**src/rtl/lrb_pkg.sv**
```systemverilog
// ----------------------------------------------------------------------------
// lrb_pkg
// Types, codes and helpers for the link reconnect backoff state machine.
// ----------------------------------------------------------------------------
`default_nettype none

package lrb_pkg;

  // Connection manager states, one-hot
  typedef enum logic [5:0] {
    ST_IDLE       = 6'b000001,
    ST_NOCRED     = 6'b000010,
    ST_CONNECTING = 6'b000100,
    ST_CONNECTED  = 6'b001000,
    ST_WAIT       = 6'b010000,
    ST_PROV       = 6'b100000
  } lrb_state_e;

  // Event codes carried in tuser
  typedef enum logic [2:0] {
    MODE_TICK       = 3'd0,
    MODE_INIT       = 3'd1,
    MODE_CONNECT    = 3'd2,
    MODE_PROV_START = 3'd3,
    MODE_PROV_STOP  = 3'd4,
    MODE_SHUTDOWN   = 3'd5
  } lrb_mode_e;

  // Reported link state codes
  localparam logic [2:0] LS_IDLE       = 3'd0;
  localparam logic [2:0] LS_NOCRED     = 3'd1;
  localparam logic [2:0] LS_CONNECTING = 3'd2;
  localparam logic [2:0] LS_CONNECTED  = 3'd3;
  localparam logic [2:0] LS_WAIT       = 3'd4;
  localparam logic [2:0] LS_PROV       = 3'd5;

  // Configuration register indexes
  localparam logic [1:0] REG_CONNECT_TIMEOUT = 2'd0;
  localparam logic [1:0] REG_BACKOFF_MIN     = 2'd1;
  localparam logic [1:0] REG_BACKOFF_MAX     = 2'd2;
  localparam logic [1:0] REG_HAS_CRED        = 2'd3;

  localparam logic [31:0] TIMEOUT_RST     = 32'd15000;
  localparam logic [30:0] BACKOFF_MIN_RST = 31'd1000;
  localparam logic [30:0] BACKOFF_MAX_RST = 31'd60000;

  typedef struct packed {
    logic [31:0] attempt_tmo_ms;
    logic [30:0] backoff_min_ms;
    logic [30:0] backoff_max_ms;
    logic        has_credentials;
  } lrb_cfg_t;

  typedef struct packed {
    lrb_state_e  fsm_state;
    logic [31:0] attempt_start_ms;
    logic [30:0] backoff_cur_ms;
    logic [31:0] deadline_ms;
    logic [31:0] attempts;
    logic [31:0] disconnects;
    logic [31:0] consecutive_fails;
  } lrb_ctx_t;

  typedef struct packed {
    logic [2:0]  mode;
    logic [31:0] now_ms;
    logic        link_up;
    logic        ssid_given;
  } lrb_item_t;

  typedef struct packed {
    logic [30:0] backoff_now_ms;
    logic [31:0] failure_run;
    logic [31:0] disconnect_total;
    logic [31:0] attempt_count;
    logic        accepted;
    logic        drop_link;
    logic        start_attempt;
    logic        connected;
    logic [2:0]  link_state;
  } lrb_res_t;

  function automatic logic [2:0] state_code(lrb_state_e st);
    logic [2:0] code;
    case (st)
      ST_IDLE:       code = LS_IDLE;
      ST_NOCRED:     code = LS_NOCRED;
      ST_CONNECTING: code = LS_CONNECTING;
      ST_CONNECTED:  code = LS_CONNECTED;
      ST_WAIT:       code = LS_WAIT;
      ST_PROV:       code = LS_PROV;
      default:       code = LS_IDLE;
    endcase
    return code;
  endfunction

endpackage

`default_nettype wire

```
**src/rtl/lrb_step.sv**
```systemverilog
// ----------------------------------------------------------------------------
// lrb_step
// Next-state and result logic for one event of the connection manager.
// ----------------------------------------------------------------------------
`default_nettype none

module lrb_step
  import lrb_pkg::*;
(
  input  lrb_ctx_t  ctx_i,
  input  lrb_cfg_t  cfg_i,
  input  lrb_item_t item_i,
  output lrb_ctx_t  ctx_o,
  output lrb_res_t  res_o
);

  logic [31:0] raw_backoff;
  logic [30:0] bumped;
  logic [31:0] bump_deadline;
  logic [31:0] elapsed;
  logic [31:0] since_deadline;
  logic        timed_out;
  logic        deadline_passed;
  logic        start;
  logic        drop;
  logic        acc;
  lrb_ctx_t    nxt;

  // Zero backoff starts at the minimum, otherwise double; clamp at the maximum
  assign raw_backoff     = (ctx_i.backoff_cur_ms == '0) ? {1'b0, cfg_i.backoff_min_ms}
                                                        : {ctx_i.backoff_cur_ms, 1'b0};
  assign bumped          = (raw_backoff > {1'b0, cfg_i.backoff_max_ms}) ?
                           cfg_i.backoff_max_ms : raw_backoff[30:0];
  assign bump_deadline   = item_i.now_ms + {1'b0, bumped};
  assign elapsed         = item_i.now_ms - ctx_i.attempt_start_ms;
  assign timed_out       = (elapsed >= cfg_i.attempt_tmo_ms);
  // Wrap-safe: passed when the difference lies in the lower half range
  assign since_deadline  = item_i.now_ms - ctx_i.deadline_ms;
  assign deadline_passed = ~since_deadline[31];

  always_comb begin
    nxt   = ctx_i;
    start = 1'b0;
    drop  = 1'b0;
    acc   = 1'b0;
    case (item_i.mode)
      MODE_TICK: begin
        case (ctx_i.fsm_state)
          ST_CONNECTING: begin
            if (item_i.link_up) begin
              nxt.fsm_state         = ST_CONNECTED;
              nxt.consecutive_fails = '0;
              nxt.backoff_cur_ms    = cfg_i.backoff_min_ms;
            end else if (timed_out) begin
              nxt.consecutive_fails = ctx_i.consecutive_fails + 32'd1;
              nxt.backoff_cur_ms    = bumped;
              nxt.deadline_ms       = bump_deadline;
              nxt.fsm_state         = ST_WAIT;
              drop                  = 1'b1;
            end
          end
          ST_CONNECTED: begin
            if (!item_i.link_up) begin
              nxt.disconnects    = ctx_i.disconnects + 32'd1;
              nxt.backoff_cur_ms = bumped;
              nxt.deadline_ms    = bump_deadline;
              nxt.fsm_state      = ST_WAIT;
            end
          end
          ST_WAIT: begin
            if (deadline_passed) begin
              if (!cfg_i.has_credentials) begin
                nxt.fsm_state = ST_NOCRED;
              end else begin
                nxt.attempts         = ctx_i.attempts + 32'd1;
                nxt.attempt_start_ms = item_i.now_ms;
                nxt.fsm_state        = ST_CONNECTING;
                start                = 1'b1;
              end
            end
          end
          default: begin
            // hold in idle, no credentials and provisioning
          end
        endcase
      end
      MODE_INIT: begin
        nxt.backoff_cur_ms    = cfg_i.backoff_min_ms;
        nxt.consecutive_fails = '0;
        if (!cfg_i.has_credentials) begin
          nxt.fsm_state = ST_NOCRED;
        end else begin
          nxt.attempts         = ctx_i.attempts + 32'd1;
          nxt.attempt_start_ms = item_i.now_ms;
          nxt.fsm_state        = ST_CONNECTING;
          start                = 1'b1;
        end
      end
      MODE_CONNECT: begin
        if (item_i.ssid_given) begin
          nxt.backoff_cur_ms    = cfg_i.backoff_min_ms;
          nxt.consecutive_fails = '0;
          nxt.attempts          = ctx_i.attempts + 32'd1;
          nxt.attempt_start_ms  = item_i.now_ms;
          nxt.fsm_state         = ST_CONNECTING;
          start                 = 1'b1;
          acc                   = 1'b1;
        end
      end
      MODE_PROV_START: begin
        nxt.fsm_state = ST_PROV;
      end
      MODE_PROV_STOP: begin
        if (ctx_i.fsm_state == ST_PROV) begin
          nxt.fsm_state = ST_IDLE;
        end
      end
      MODE_SHUTDOWN: begin
        nxt.fsm_state = ST_IDLE;
      end
      default: begin
        // unused event codes leave everything as is
      end
    endcase
  end

  assign ctx_o = nxt;

  assign res_o.link_state       = state_code(nxt.fsm_state);
  assign res_o.connected        = (nxt.fsm_state == ST_CONNECTED) && item_i.link_up;
  assign res_o.start_attempt    = start;
  assign res_o.drop_link        = drop;
  assign res_o.accepted         = acc;
  assign res_o.attempt_count    = nxt.attempts;
  assign res_o.disconnect_total = nxt.disconnects;
  assign res_o.failure_run      = nxt.consecutive_fails;
  assign res_o.backoff_now_ms   = nxt.backoff_cur_ms;

endmodule

`default_nettype wire

```
**src/rtl/link_reconnect_backoff_fsm_unit.sv**
```systemverilog
// ----------------------------------------------------------------------------
// link_reconnect_backoff_fsm_unit
// Link connection manager with exponential reconnect backoff.
// ----------------------------------------------------------------------------
// Each input item is one event (tick, init, connect request, start or stop
// provisioning, shutdown) with the current millisecond time and link status;
// each produces exactly one result item with the new state, command strobes
// and counters. An item is registered on entry, evaluated combinationally
// against the state registers and lands in the result register, so one
// item is taken every cycle while results drain, and each result is offered
// from there; the state update of one event is complete before the next is
// evaluated. While a result waits to be taken, the input register takes one
// more item and then holds the input off until the result leaves.
// Configuration writes are always accepted and belong to idle periods.
`default_nettype none

module link_reconnect_backoff_fsm_unit
  import lrb_pkg::*;
(
  input  wire logic         clk_i,
  input  wire logic         rst_ni,
  // configuration write channel
  input  wire logic         cfg_valid_i,
  output      logic         cfg_ready_o,
  input  wire logic [1:0]   cfg_index_i,
  input  wire logic [31:0]  cfg_data_i,
  // event stream
  input  wire logic         s_axis_tvalid,
  output      logic         s_axis_tready,
  // tdata: now_ms[31:0], link_up[32], ssid_given[33], zero fill [39:34]
  input  wire logic [39:0]  s_axis_tdata,
  // tuser: mode[2:0]
  input  wire logic [2:0]   s_axis_tuser,
  // result stream
  output      logic         m_axis_tvalid,
  input  wire logic         m_axis_tready,
  // tdata: link_state[2:0], connected[3], start_attempt[4], drop_link[5],
  //        accepted[6], attempt_count[38:7], disconnect_total[70:39],
  //        failure_run[102:71], backoff_now_ms[133:103], zero fill [135:134]
  output      logic [135:0] m_axis_tdata
);

  lrb_cfg_t  cfg_q;
  lrb_ctx_t  ctx_q, ctx_d;
  lrb_item_t item_q;
  logic      item_valid_q;
  lrb_res_t  res_q, res_d;
  logic      res_valid_q;
  logic      advance;

  // ---------------------------------------------------------------- config
  assign cfg_ready_o = 1'b1;

  always_ff @(posedge clk_i or negedge rst_ni) begin
    if (!rst_ni) begin
      cfg_q.attempt_tmo_ms  <= TIMEOUT_RST;
      cfg_q.backoff_min_ms  <= BACKOFF_MIN_RST;
      cfg_q.backoff_max_ms  <= BACKOFF_MAX_RST;
      cfg_q.has_credentials <= 1'b0;
    end else if (cfg_valid_i) begin
      case (cfg_index_i)
        REG_CONNECT_TIMEOUT: cfg_q.attempt_tmo_ms  <= cfg_data_i;
        REG_BACKOFF_MIN:     cfg_q.backoff_min_ms  <= cfg_data_i[30:0];
        REG_BACKOFF_MAX:     cfg_q.backoff_max_ms  <= cfg_data_i[30:0];
        REG_HAS_CRED:        cfg_q.has_credentials <= cfg_data_i[0];
        default: begin
        end
      endcase
    end
  end

  // ---------------------------------------------------------------- flow
  // Evaluate the held item when the result slot is free or draining
  assign advance       = item_valid_q && (!res_valid_q || m_axis_tready);
  assign s_axis_tready = !item_valid_q || advance;

  always_ff @(posedge clk_i or negedge rst_ni) begin
    if (!rst_ni) begin
      item_valid_q <= 1'b0;
    end else if (s_axis_tready) begin
      item_valid_q <= s_axis_tvalid;
    end
  end

  always_ff @(posedge clk_i) begin
    if (s_axis_tready && s_axis_tvalid) begin
      item_q.mode       <= s_axis_tuser;
      item_q.now_ms     <= s_axis_tdata[31:0];
      item_q.link_up    <= s_axis_tdata[32];
      item_q.ssid_given <= s_axis_tdata[33];
    end
  end

  lrb_step u_step (
    .ctx_i  (ctx_q),
    .cfg_i  (cfg_q),
    .item_i (item_q),
    .ctx_o  (ctx_d),
    .res_o  (res_d)
  );

  always_ff @(posedge clk_i or negedge rst_ni) begin
    if (!rst_ni) begin
      ctx_q.fsm_state         <= ST_IDLE;
      ctx_q.attempt_start_ms  <= '0;
      ctx_q.backoff_cur_ms    <= '0;
      ctx_q.deadline_ms       <= '0;
      ctx_q.attempts          <= '0;
      ctx_q.disconnects       <= '0;
      ctx_q.consecutive_fails <= '0;
    end else if (advance) begin
      ctx_q <= ctx_d;
    end
  end

  always_ff @(posedge clk_i or negedge rst_ni) begin
    if (!rst_ni) begin
      res_valid_q <= 1'b0;
    end else if (advance) begin
      res_valid_q <= 1'b1;
    end else if (m_axis_tready) begin
      res_valid_q <= 1'b0;
    end
  end

  always_ff @(posedge clk_i) begin
    if (advance) begin
      res_q <= res_d;
    end
  end

  assign m_axis_tvalid = res_valid_q;
  assign m_axis_tdata  = {2'b00, res_q};

  // ---------------------------------------------------------------- checks
  a_state_onehot : assert property (@(posedge clk_i) disable iff (!rst_ni)
    $onehot(ctx_q.fsm_state))
    else $error("state register not one-hot");

  a_start_connecting : assert property (@(posedge clk_i) disable iff (!rst_ni)
    res_valid_q && res_q.start_attempt |-> res_q.link_state == LS_CONNECTING)
    else $error("attempt started without entering connecting");

  a_drop_wait : assert property (@(posedge clk_i) disable iff (!rst_ni)
    res_valid_q && res_q.drop_link |-> res_q.link_state == LS_WAIT && !res_q.start_attempt)
    else $error("drop issued outside reconnect wait");

  a_accept_start : assert property (@(posedge clk_i) disable iff (!rst_ni)
    res_valid_q && res_q.accepted |-> res_q.start_attempt)
    else $error("accepted request did not start an attempt");

  a_attempt_count : assert property (@(posedge clk_i) disable iff (!rst_ni)
    advance |=> ctx_q.attempts == $past(ctx_q.attempts) + {31'd0, $past(res_d.start_attempt)})
    else $error("attempt counter out of step with start strobe");

endmodule

`default_nettype wire

```
**config.mk**
```make
export PLATFORM = sky130hd
export DESIGN_NAME = link_reconnect_backoff_fsm_unit
export DESIGN_NICKNAME = d
export VERILOG_FILES = /design/src/rtl/lrb_pkg.sv /design/src/rtl/lrb_step.sv /design/src/rtl/link_reconnect_backoff_fsm_unit.sv
export SDC_FILE = /design/constraint.sdc
export NUM_CORES = 1
export LEC_CHECK = 0
export BUFFER_PORTS_ARGS = -buffer_cell sky130_fd_sc_hd__clkbuf_2
export CAP_MARGIN = 5
export CORE_UTILIZATION = 55
export DETAILED_ROUTE_END_ITERATION = 7
export PLACE_DENSITY = 0.8
export SLEW_MARGIN = 15
export SYNTH_ARGS = -nofsm -noshare
export SYNTH_HDL_FRONTEND = slang
export SYNTH_HIERARCHICAL = 1
export SYNTH_SLANG_ARGS = --single-unit
```
**constraint.sdc**
```tcl
create_clock -name clk_i -period 5.6 [get_ports clk_i]
set_clock_uncertainty 0.05 [all_clocks]
set_input_delay 1.12 -clock clk_i [delete_from_list [all_inputs] [get_ports clk_i]]
set_output_delay 1.12 -clock clk_i [all_outputs]
set_load 0.005 [all_outputs]
```
* Word level (Yosys, flattened, before mapping)
Index checks and enable logic that the tools add are counted.
W data, S select, Z words.
** Word-level totals
- Bits in registers :: 465
** Operators by class
- Add/subtract/negate cells :: 6
- $lt $le $gt $ge :: 2
- Equality and inequality tests :: 23
- Mux-type cells :: 41
- Bitwise gates (word level) :: 2
- Reductions and logical operators :: 20
** Operator list (number)
- $mux W32 :: 15
- $pmux W32 S3 :: 2
- $pmux W63 S3 :: 1
- $mux W63 :: 2
- $pmux W63 S2 :: 1
- $add A32 B1 Y32 const B :: 3
- $mux W69 :: 1
- $sub A32 B32 Y32 :: 2
- $mux W31 :: 2
- $mux W38 :: 1
- $pmux W6 S6 :: 1
- $add A32 B31 Y32 :: 1
- $ge A32 B32 Y1 :: 1
- $gt A32 B31 Y1 :: 1
- $logic_not A31 Y1 :: 1
- $mux W6 :: 4
- $pmux W6 S3 :: 1
- $pmux W3 S5 :: 1
- $eq A6 B3 Y1 const B :: 2
- $eq A6 B4 Y1 const B :: 2
- $eq A6 B5 Y1 const B :: 2
- $eq A6 B6 Y1 const B :: 2
- $ne A2 B2 Y1 const B :: 5
- $reduce_and A2 Y1 :: 4
- other kinds (21) :: 36

* Depth between registers and ports, before layout
Gate-level depths: netlist of run 1.
- Depth after elaboration :: 9
- Mapped depth :: 29
- Mapped depth without buffers :: 27

* By module
The synthesis of run 1 kept the hierarchy.
** By module, submodules not included
- link_reconnect_backoff_fsm_unit :: times used 1, cells an instance 803, area each 16694.8 µm², sequential area each 12518.3 µm²
- lrb_step :: times used 1, cells an instance 1960, area each 12519.5 µm², sequential area each 0.0 µm²

* Worst setup path before layout of run 1
Ideal clock, no wire load.
- Path kind :: register to register
- Start point :: reg ctx_q[158] (netlist name)
- End point :: reg ctx_q[126] (netlist name)
- Arrival :: 5.940 ns
- Required time :: 5.425 ns
- Slack :: -0.515 ns
- Stages on the path, launching flop included :: 28
- Path buffers :: 2
- Cells stage by stage :: dfrtp_1 > nor4_1 > nand4_1 > nor2_1 > clkbuf_1 > a21o_1 > ha_1 > a21o_1 > a21o_1 > a21o_1 > a211oi_1 > o21a_1 > o211ai_1 > o21ai_1 > buf_2 > mux2_2 > ha_1 > and2_1 > o21a_1 > a41oi_1 > a21oi_1 > a221oi_2 > o21ai_2 > a2111oi_2 > o21bai_1 > xor2_1 > mux2_2 > mux2_4
** On the way
- Cells in the longest elaborated chain, start to end :: 8
- Elaborated cells between the ends (all ways) :: 9
** RTL lines
- start, declared :: line link_reconnect_backoff_fsm_unit.sv:44 : lrb_ctx_t ctx_q, ctx_d;
- start signal, assigned :: line link_reconnect_backoff_fsm_unit.sv:112 : ctx_q <= ctx_d;
- $logic_not A31 Y1 :: line lrb_step.sv:30 : assign raw_backoff = (ctx_i.backoff_cur_ms == '0) ? {1'b0, cfg_i.backoff_min_ms}
- $mux W32 (*) :: line lrb_step.sv:30
- $gt A32 B31 Y1 :: line lrb_step.sv:32 : assign bumped = (raw_backoff > {1'b0, cfg_i.backoff_max_ms}) ?
- $mux W31 (*) :: line lrb_step.sv:32
- $add A32 B31 Y32 (*) :: line lrb_step.sv:34 : assign bump_deadline = item_i.now_ms + {1'b0, bumped};
- $mux W63 :: line lrb_step.sv:54 : end else if (timed_out) begin
- $mux W32 :: line lrb_step.sv:50 : if (item_i.link_up) begin
- $pmux W63 S2 (*) :: line lrb_step.sv:48 : case (ctx_i.fsm_state)
Mark *: on every way between the ends. The rest lies on a longest branch, timed or not. The select of a mux whose other input is x is not followed.
A chain may end at the register's enable or synchronous reset.

* Final worst setup path of run 1
- Start point :: reg ctx_q[133] (netlist name)
- End point :: reg ctx_q[108] (netlist name)
Same word-level chain as after synthesis.

==> impl_metrics.json, run 1 <==
{
  "status": "complete, but fails checks",
  "violations": "setup timing",
  "hold_viol": 0,
  "ys.flop_type": "dfrtp_1",
  "synth_top_area_share_pct": 23.38,
  "worstMarginPinSlew_ps": 1309,
  "cts_tree": "built",
  "drc_errors": 0,
  "cts_buffer_depth": 3,
  "cp-start-kind": "flip-flop",
  "start_util_pct": 55.59,
  "drive_gt1_share_pct": 38.30,
  "h-tree-depth": 2,
  "gp_congestion": 0.9410,
  "num_rows": 84,
  "synth_area_leaders": "dfrtp_1 (23%), edfxtp_1 (18%), mux2_2 (7.9%)",
  "drt-wirelength-per-cell_um": 21.20,
  "overflow": 0,
  "grt.total_usage_pct": 28.33,
  "die_w_um": 232.5,
  "first_global_vias": 23090,
  "rsz0062_at_grt": "yes",
  "syn_area_per_cell_um2": 10.57,
  "maxCapViolCount": 0,
  "period_share_pct": 110.2,
  "drt_iter0_markers": 2112,
  "cp-end-kind": "flip-flop",
  "dr.pass1.iters": 8,
  "cp_max_fo": 7,
  "num-nets-final": 3369,
  "area_delta_synth_final_pct": 21.46,
  "cts_root_buf": "clkbuf_16",
  "synthArstFlopShare_pct": 63.23,
  "grt_pass1_wl_mm": 121.8,
  "insertion_delay_ps": 610,
  "cpMostUsedCell": "buf_6",
  "setup_slack_ps": -570.6,
  "core_area_um2": 52550,
  "hp-start": "item_valid_q",
  "die_area_um2": 54040,
  "fin_area_um2": 35480,
  "grt_max_degree": 108,
  "netlist_area_um2": 29210,
  "fp.dieH_um": 232.5,
  "ant_nets": 0,
  "antenna_found_initial": 10,
  "slew_headroom_pct": 12.50,
  "hold_class": "flip-flop to flip-flop",
  "cts.sinks": 465,
  "finalWirelength_mm": 81.84,
  "leakagePower_nw": 16.07,
  "placed_cell_area_um2": 31870,
  "critical-path-max-stage-delay_ps": 410,
  "seq_area_frac_synth_pct": 42.85,
  "portBuffers": 211,
  "post-dp-hpwl_mm": 54.54,
  "path_clk_slew_ps": 60,
  "worstSetupPathType": "flip-flop to flip-flop",
  "ys_ff_latch": 465,
  "critPathLaunch": "ctx_q[133]",
  "min_period_ps": 6171,
  "boundaryPins": 221,
  "synth_edf_count": 171,
  "vias_per_cell": 6.060,
  "irDropWorstVdd_mv": 0.3146,
  "crit_path_top_delay_cell": "dfrtp_1",
  "final_max_slew_viol_count": 0,
  "cts_inserted_buffers": 51,
  "hold_buffers": 0,
  "pwr_density_cell_nw_per_um2": 514.4,
  "synthCells": 2763,
  "reg2reg_from": "ctx_q[133]",
  "synth_area_leader_cell": "dfrtp_1",
  "arrival_ps": 6600,
  "setup_viol": 34,
  "via_count": 23390,
  "fin_util_pct": 67.52,
  "worstPathRequired_ps": 6030,
  "synth_warnings": 6,
  "fmax_ghz": 0.1621,
  "yosysUniqueCellTypes": 83
}
per-stage QoR:
step | setup TNS [ps] | hold WS [ps] | power [mW] | setup WS [ps] | cells
detailed placement | -51880 | 442.5 | 12.84 | -873.3 | 3704
CTS | -5214 | 452.4 | 17.13 | -424.5 | 3822
global placement | -40670 | 421.8 | 12.57 | -832.8 | 3704
global route | -22440 | 467.1 | 19.21 | -797.3 | 3858
floorplan | -115.8 | 399.0 | 9.762 | -115.8 | 2764
finish | -7991 | 448.2 | 18.25 | -570.6 | 3860
where the power goes:
group	switching (mW)	total, mW	leakage, nW	internal [mW]
combinational	5.17	10.3	9.80	5.09
clock	1.43	3.40	0.826	1.97
sequential	0.411	4.59	5.45	4.18
total	7.01	18.3	16.1	11.2
placed cells by master, fill, tap and decap left out, types with 11 or more instances in the layout:
master	count
clkbuf_16	57
dfrtp_1	273
a21oi_1	117
nand2_1	226
clkbuf_2	210
clkinv_2	11
clkbuf_1	16
o21ai_1	76
ha_4	14
o21a_1	19
dfstp_2	21
nand2b_1	14
o21ai_2	57
a31oi_1	22
and3_1	22
nand3_1	68
inv_1	151
a21o_1	66
mux2_2	173
buf_6	40
ha_1	144
mux2_4	152
o21ai_0	106
buf_12	14
a22o_1	32
nand4_1	46
buf_4	282
nor2_2	11
nor3_1	29
edfxtp_1	171
a211oi_1	36
a22oi_1	31
a21oi_2	45
xor2_1	48
xnor2_1	67
nor2_1	87
timing repair:
item / in CTS / in global routing
gates resized for setup: 123 / 312
setup endpoints to repair: 163 / 162
gates cloned: 3 / 4
pin swaps: 51 / 110
setup buffers: 19 / 38
state kept, by name, indices dropped and copies added (netlist names):
register,count
item_q,37
m_axis_tvalid,1
cfg_q,95
item_valid_q,1
ctx_q,197
m_axis_tdata,134
Yosys cell counts, types with 14 or more instances:
master      n
a211oi_1   41
a21o_1     66
a21oi_1   164
a22o_1     32
a22oi_1    32
a31oi_1    27
and3_1     23
buf_2      30
buf_4     140
clkbuf_1   61
dfrtp_1   273
dfstp_2    21
edfxtp_1  171
ha_1      158
inv_1     156
mux2_2    206
mux2_4    119
nand2_1   237
nand2b_1   14
nand3_1    72
nand4_1    46
nor2_1     95
nor3_1     30
o21a_1     19
o21ai_0   238
xnor2_1    72
xor2_1     48
worst max-delay path: cells and delay by family (launching register included):
kind	cells	cell delay, ps
fa+ha+maj	3	710
simple gates	4	840
mux	2	530
compound gates	15	2360
xor+xnor	1	150
buf+inv	10	970
flops	1	410
layout make-up:
cell class | instances | area, um^2
timing repair buffer | 556 | 4101
antenna | 2 | 5.005
clock buffer | 76 | 1483
sequential | 465 | 12520
inverter | 157 | 591.8
fill | 3767 | 17070
clock inverter | 20 | 196.4
multi-input combinational | 1896 | 15730
tap | 688 | 860.8
per-layer routing:
| layer | GRT usage, % | part of all wire (%) | up-vias | wire [um] |
|---|---|---|---|---|
| li1 | - | - | 10640 | - |
| met2 | 48.10 | 49 | 1028 | 39830 |
| met1 | 34.44 | 39 | 11420 | 31790 |
| met5 | 0 | 0.13 | - | 103 |
| met4 | 13.44 | 5.1 | 16 | 4184 |
| met3 | 5.625 | 7.3 | 286 | 5935 |
path summary, 6_finish.rpt:
path / end / slack, ps / cells past startpoint
setup / recovery: ctx_q[108] / -570 / 35
hold / removal: m_axis_tvalid / 450 / 1
setup reg to reg: ctx_q[108] / -570 / 35
hold reg to reg: m_axis_tvalid / 450 / 1
max in group asynchronous: ctx_q[61] / 3700 / 2
min in group asynchronous: ctx_q[141] / 520 / 1
logic make-up after synthesis:
logic type,synth area share [%]
AOI/OAI and AO/OA,14.75
xor gates and xnor gates,3.598
adders and majority gates,6.904
buffers and inverters,7.803
DFF,42.85
muxes,14.19
other,0.02571
and+or+nand+nor,9.872
No activity file was read; power rests on OpenSTA's default activity.
==> run 2, diff against run 1 <==
- ABC_AREA: unset -> 1
- PLACE_DENSITY: 0.8 -> 0.75
==> run 2 against run 1 <==
The flow now finishes without violations; total power is 4.7% higher; non-clock buffer count fell by 73; maximum frequency up 13%; setup slack better by 690 ps; largest power group unchanged.
==> impl_metrics.json, run 2 <==
{
  "status": "finished clean",
  "cp_max_fo": 7,
  "yosysUniqueCellTypes": 58,
  "fp.dieH_um": 248.9,
  "dr.pass1.iters": 6,
  "post-dp-hpwl_mm": 73.28,
  "cts_inserted_buffers": 51,
  "ant_nets": 0,
  "cts_tree": "built",
  "grt.total_usage_pct": 33.85,
  "area_delta_synth_final_pct": 13.49,
  "synth_edf_count": 171,
  "grt_max_degree": 150,
  "num_rows": 90,
  "final_common_cell": "nand2_1",
  "leakagePower_nw": 18.05,
  "start_util_pct": 55.64,
  "crit_path_end": "ctx_q[126]",
  "regMostFlops": "ctx_q",
  "cts_root_buf": "clkbuf_16",
  "core_area_um2": 60250,
  "synthCells": 4632,
  "final_cells": 5631,
  "synth_top_area_share_pct": 20.38,
  "rsz0062_at_grt": "yes",
  "slew_headroom_pct": 12.76,
  "portBuffers": 211,
  "crit_path_top_delay_cell": "fa_1",
  "via_count": 33150,
  "min_period_ps": 5482,
  "drive_gt1_share_pct": 15.32,
  "h-tree-depth": 2,
  "worstMarginPinSlew_ps": 1306,
  "synth_area_leader_cell": "dfrtp_1",
  "fin_util_pct": 63.15,
  "synthArstFlopShare_pct": 63.23,
  "overflow": 0,
  "irDropWorstVdd_mv": 0.3055,
  "worstRegToRegCells": 36,
  "yosysMostFrequentCell": "nand2_1",
  "reg2reg_from": "ctx_q[140]",
  "hold_class": "flip-flop to flip-flop",
  "place_inst": 5532,
  "arrival_ps": 5930,
  "drt-wirelength-per-cell_um": 19.12,
  "cts_buffer_depth": 3,
  "first_global_vias": 29980,
  "cpMostUsedCell": "nand2_1",
  "vias_per_cell": 5.887,
  "largest_reg_flops": 197,
  "gp_congestion": 0.9626,
  "hold_buffers": 0,
  "place_ws_ps": -155.1,
  "insertion_delay_ps": 620,
  "ys_ff_latch": 465,
  "finalSetupTns_ps": 0,
  "pwr_density_cell_nw_per_um2": 502.3,
  "worstPathRequired_ps": 6050,
  "grt_pass1_wl_mm": 167.4,
  "critical-path-max-stage-delay_ps": 420,
  "boundaryPins": 221,
  "finalWirelength_mm": 107.7,
  "n_antenna_cell": 0,
  "cp-end-kind": "flip-flop",
  "seq_area_frac_synth_pct": 37.34,
  "ys.flop_type": "dfrtp_1",
  "num-nets-final": 5049,
  "period_share_pct": 97.90,
  "critPathLaunch": "ctx_q[140]",
  "cp-start-kind": "flip-flop",
  "netlist_area_um2": 33520,
  "setup_viol": 0,
  "fmax_ghz": 0.1824,
  "power_mw": 19.11,
  "synth_warnings": 6,
  "antenna_found_initial": 0,
  "maxCapViolCount": 0,
  "hold_viol": 0,
  "cts.sinks": 465,
  "worstSetupPathType": "flip-flop to flip-flop",
  "final_cell_mix": "nand2_1 (1,377), inv_1 (475), nand3_1 (432)",
  "r2r-end": "ctx_q[126]",
  "synth_area_leaders": "dfrtp_1 (20%), nand2_1 (16%), edfxtp_1 (15%)",
  "synthTopCellsByCount": "nand2_1 (1,406), inv_1 (481), nand3_1 (437)",
  "drc_errors": 0,
  "syn_area_per_cell_um2": 7.237,
  "reg2reg_slack_ps": 120,
  "path_clk_slew_ps": 70,
  "die_area_um2": 61940,
  "final_max_slew_viol_count": 0,
  "die_w_um": 248.9,
  "setup_slack_ps": 117.8,
  "drt_iter0_markers": 3861
}
run 2: power breakdown:
part | leakage (nW) | total, mW | internal (mW) | switching (mW)
clock | 0.800 | 3.34 | 1.86 | 1.48
combinational | 11.7 | 10.8 | 4.29 | 6.46
sequential | 5.52 | 5.02 | 4.36 | 0.655
run 2: cells by family after synthesis:
kind of cell	count (synthesis)	share of synthesized area, %
AOI/OAI and AO/OA	813	13.95
xor gates and xnor gates	116	3.031
adders and majority gates	160	6.017
buffers and inverters	853	11.41
DFF	465	37.34
other	2	0.02240
and+or+nand+nor	2223	28.23
run 2: final cells by class:
cell class              count  area, um^2
well taps                 782       978.4
multi-input cells        3315       17790
flip-flops and latches    465       12520
inverters                 491        1852
fillers                  5302       22200
repair buffers            483        3287
clock inverters            33       280.3
clock buffers              62        1339
run 2: how the worst min path moves through the flow:
stage | from | to | slack [ps] | cells after the start
6_report | cfg_q[67] | cfg_q[67] | 410 | 2
2_1_floorplan | ctx_q[20] | ctx_q[20] | 390 | 2
3_5_place_dp | cfg_q[75] | cfg_q[75] | 410 | 2
4_1_cts | cfg_q[75] | cfg_q[75] | 420 | 2
5_1_grt | cfg_q[67] | cfg_q[67] | 420 | 2
3_3_place_gp | cfg_q[67] | cfg_q[67] | 400 | 2
run 2: worst max-delay path: cells and delay by family, from the launching register on:
| family | cells | cell delay [ps] |
|---|---|---|
| and+or+nand+nor | 20 | 2340 |
| AOI/OAI and AO/OA | 8 | 1100 |
| adders and majority gates | 3 | 860 |
| buffers and inverters | 5 | 660 |
| DFF | 1 | 370 |
run 2: stage by stage:
step	hold WS, ps	area [um^2]
floorplan	390.0	33530
global placement	403.2	35750
detailed placement	405.6	35750
CTS	415.3	37380
global route	422.3	38050
finish	414.9	38050
run 2: repair_timing:
item / CTS / global route
resized for setup: 4 / 138
setup endpoints to repair: 13 / 158
setup buffers: 0 / 2
gates cloned: 0 / 2
pin swaps: 0 / 22
run 2: layer usage:
layer / GRT usage, % / up-vias / routed length [um]
met5: 0 / - / 0
met4: 13.97 / 0 / 4843
met3: 5.622 / 310 / 10740
met2: 52.69 / 1791 / 47840
met1: 46.84 / 15320 / 44240
li1: - / 15740 / -
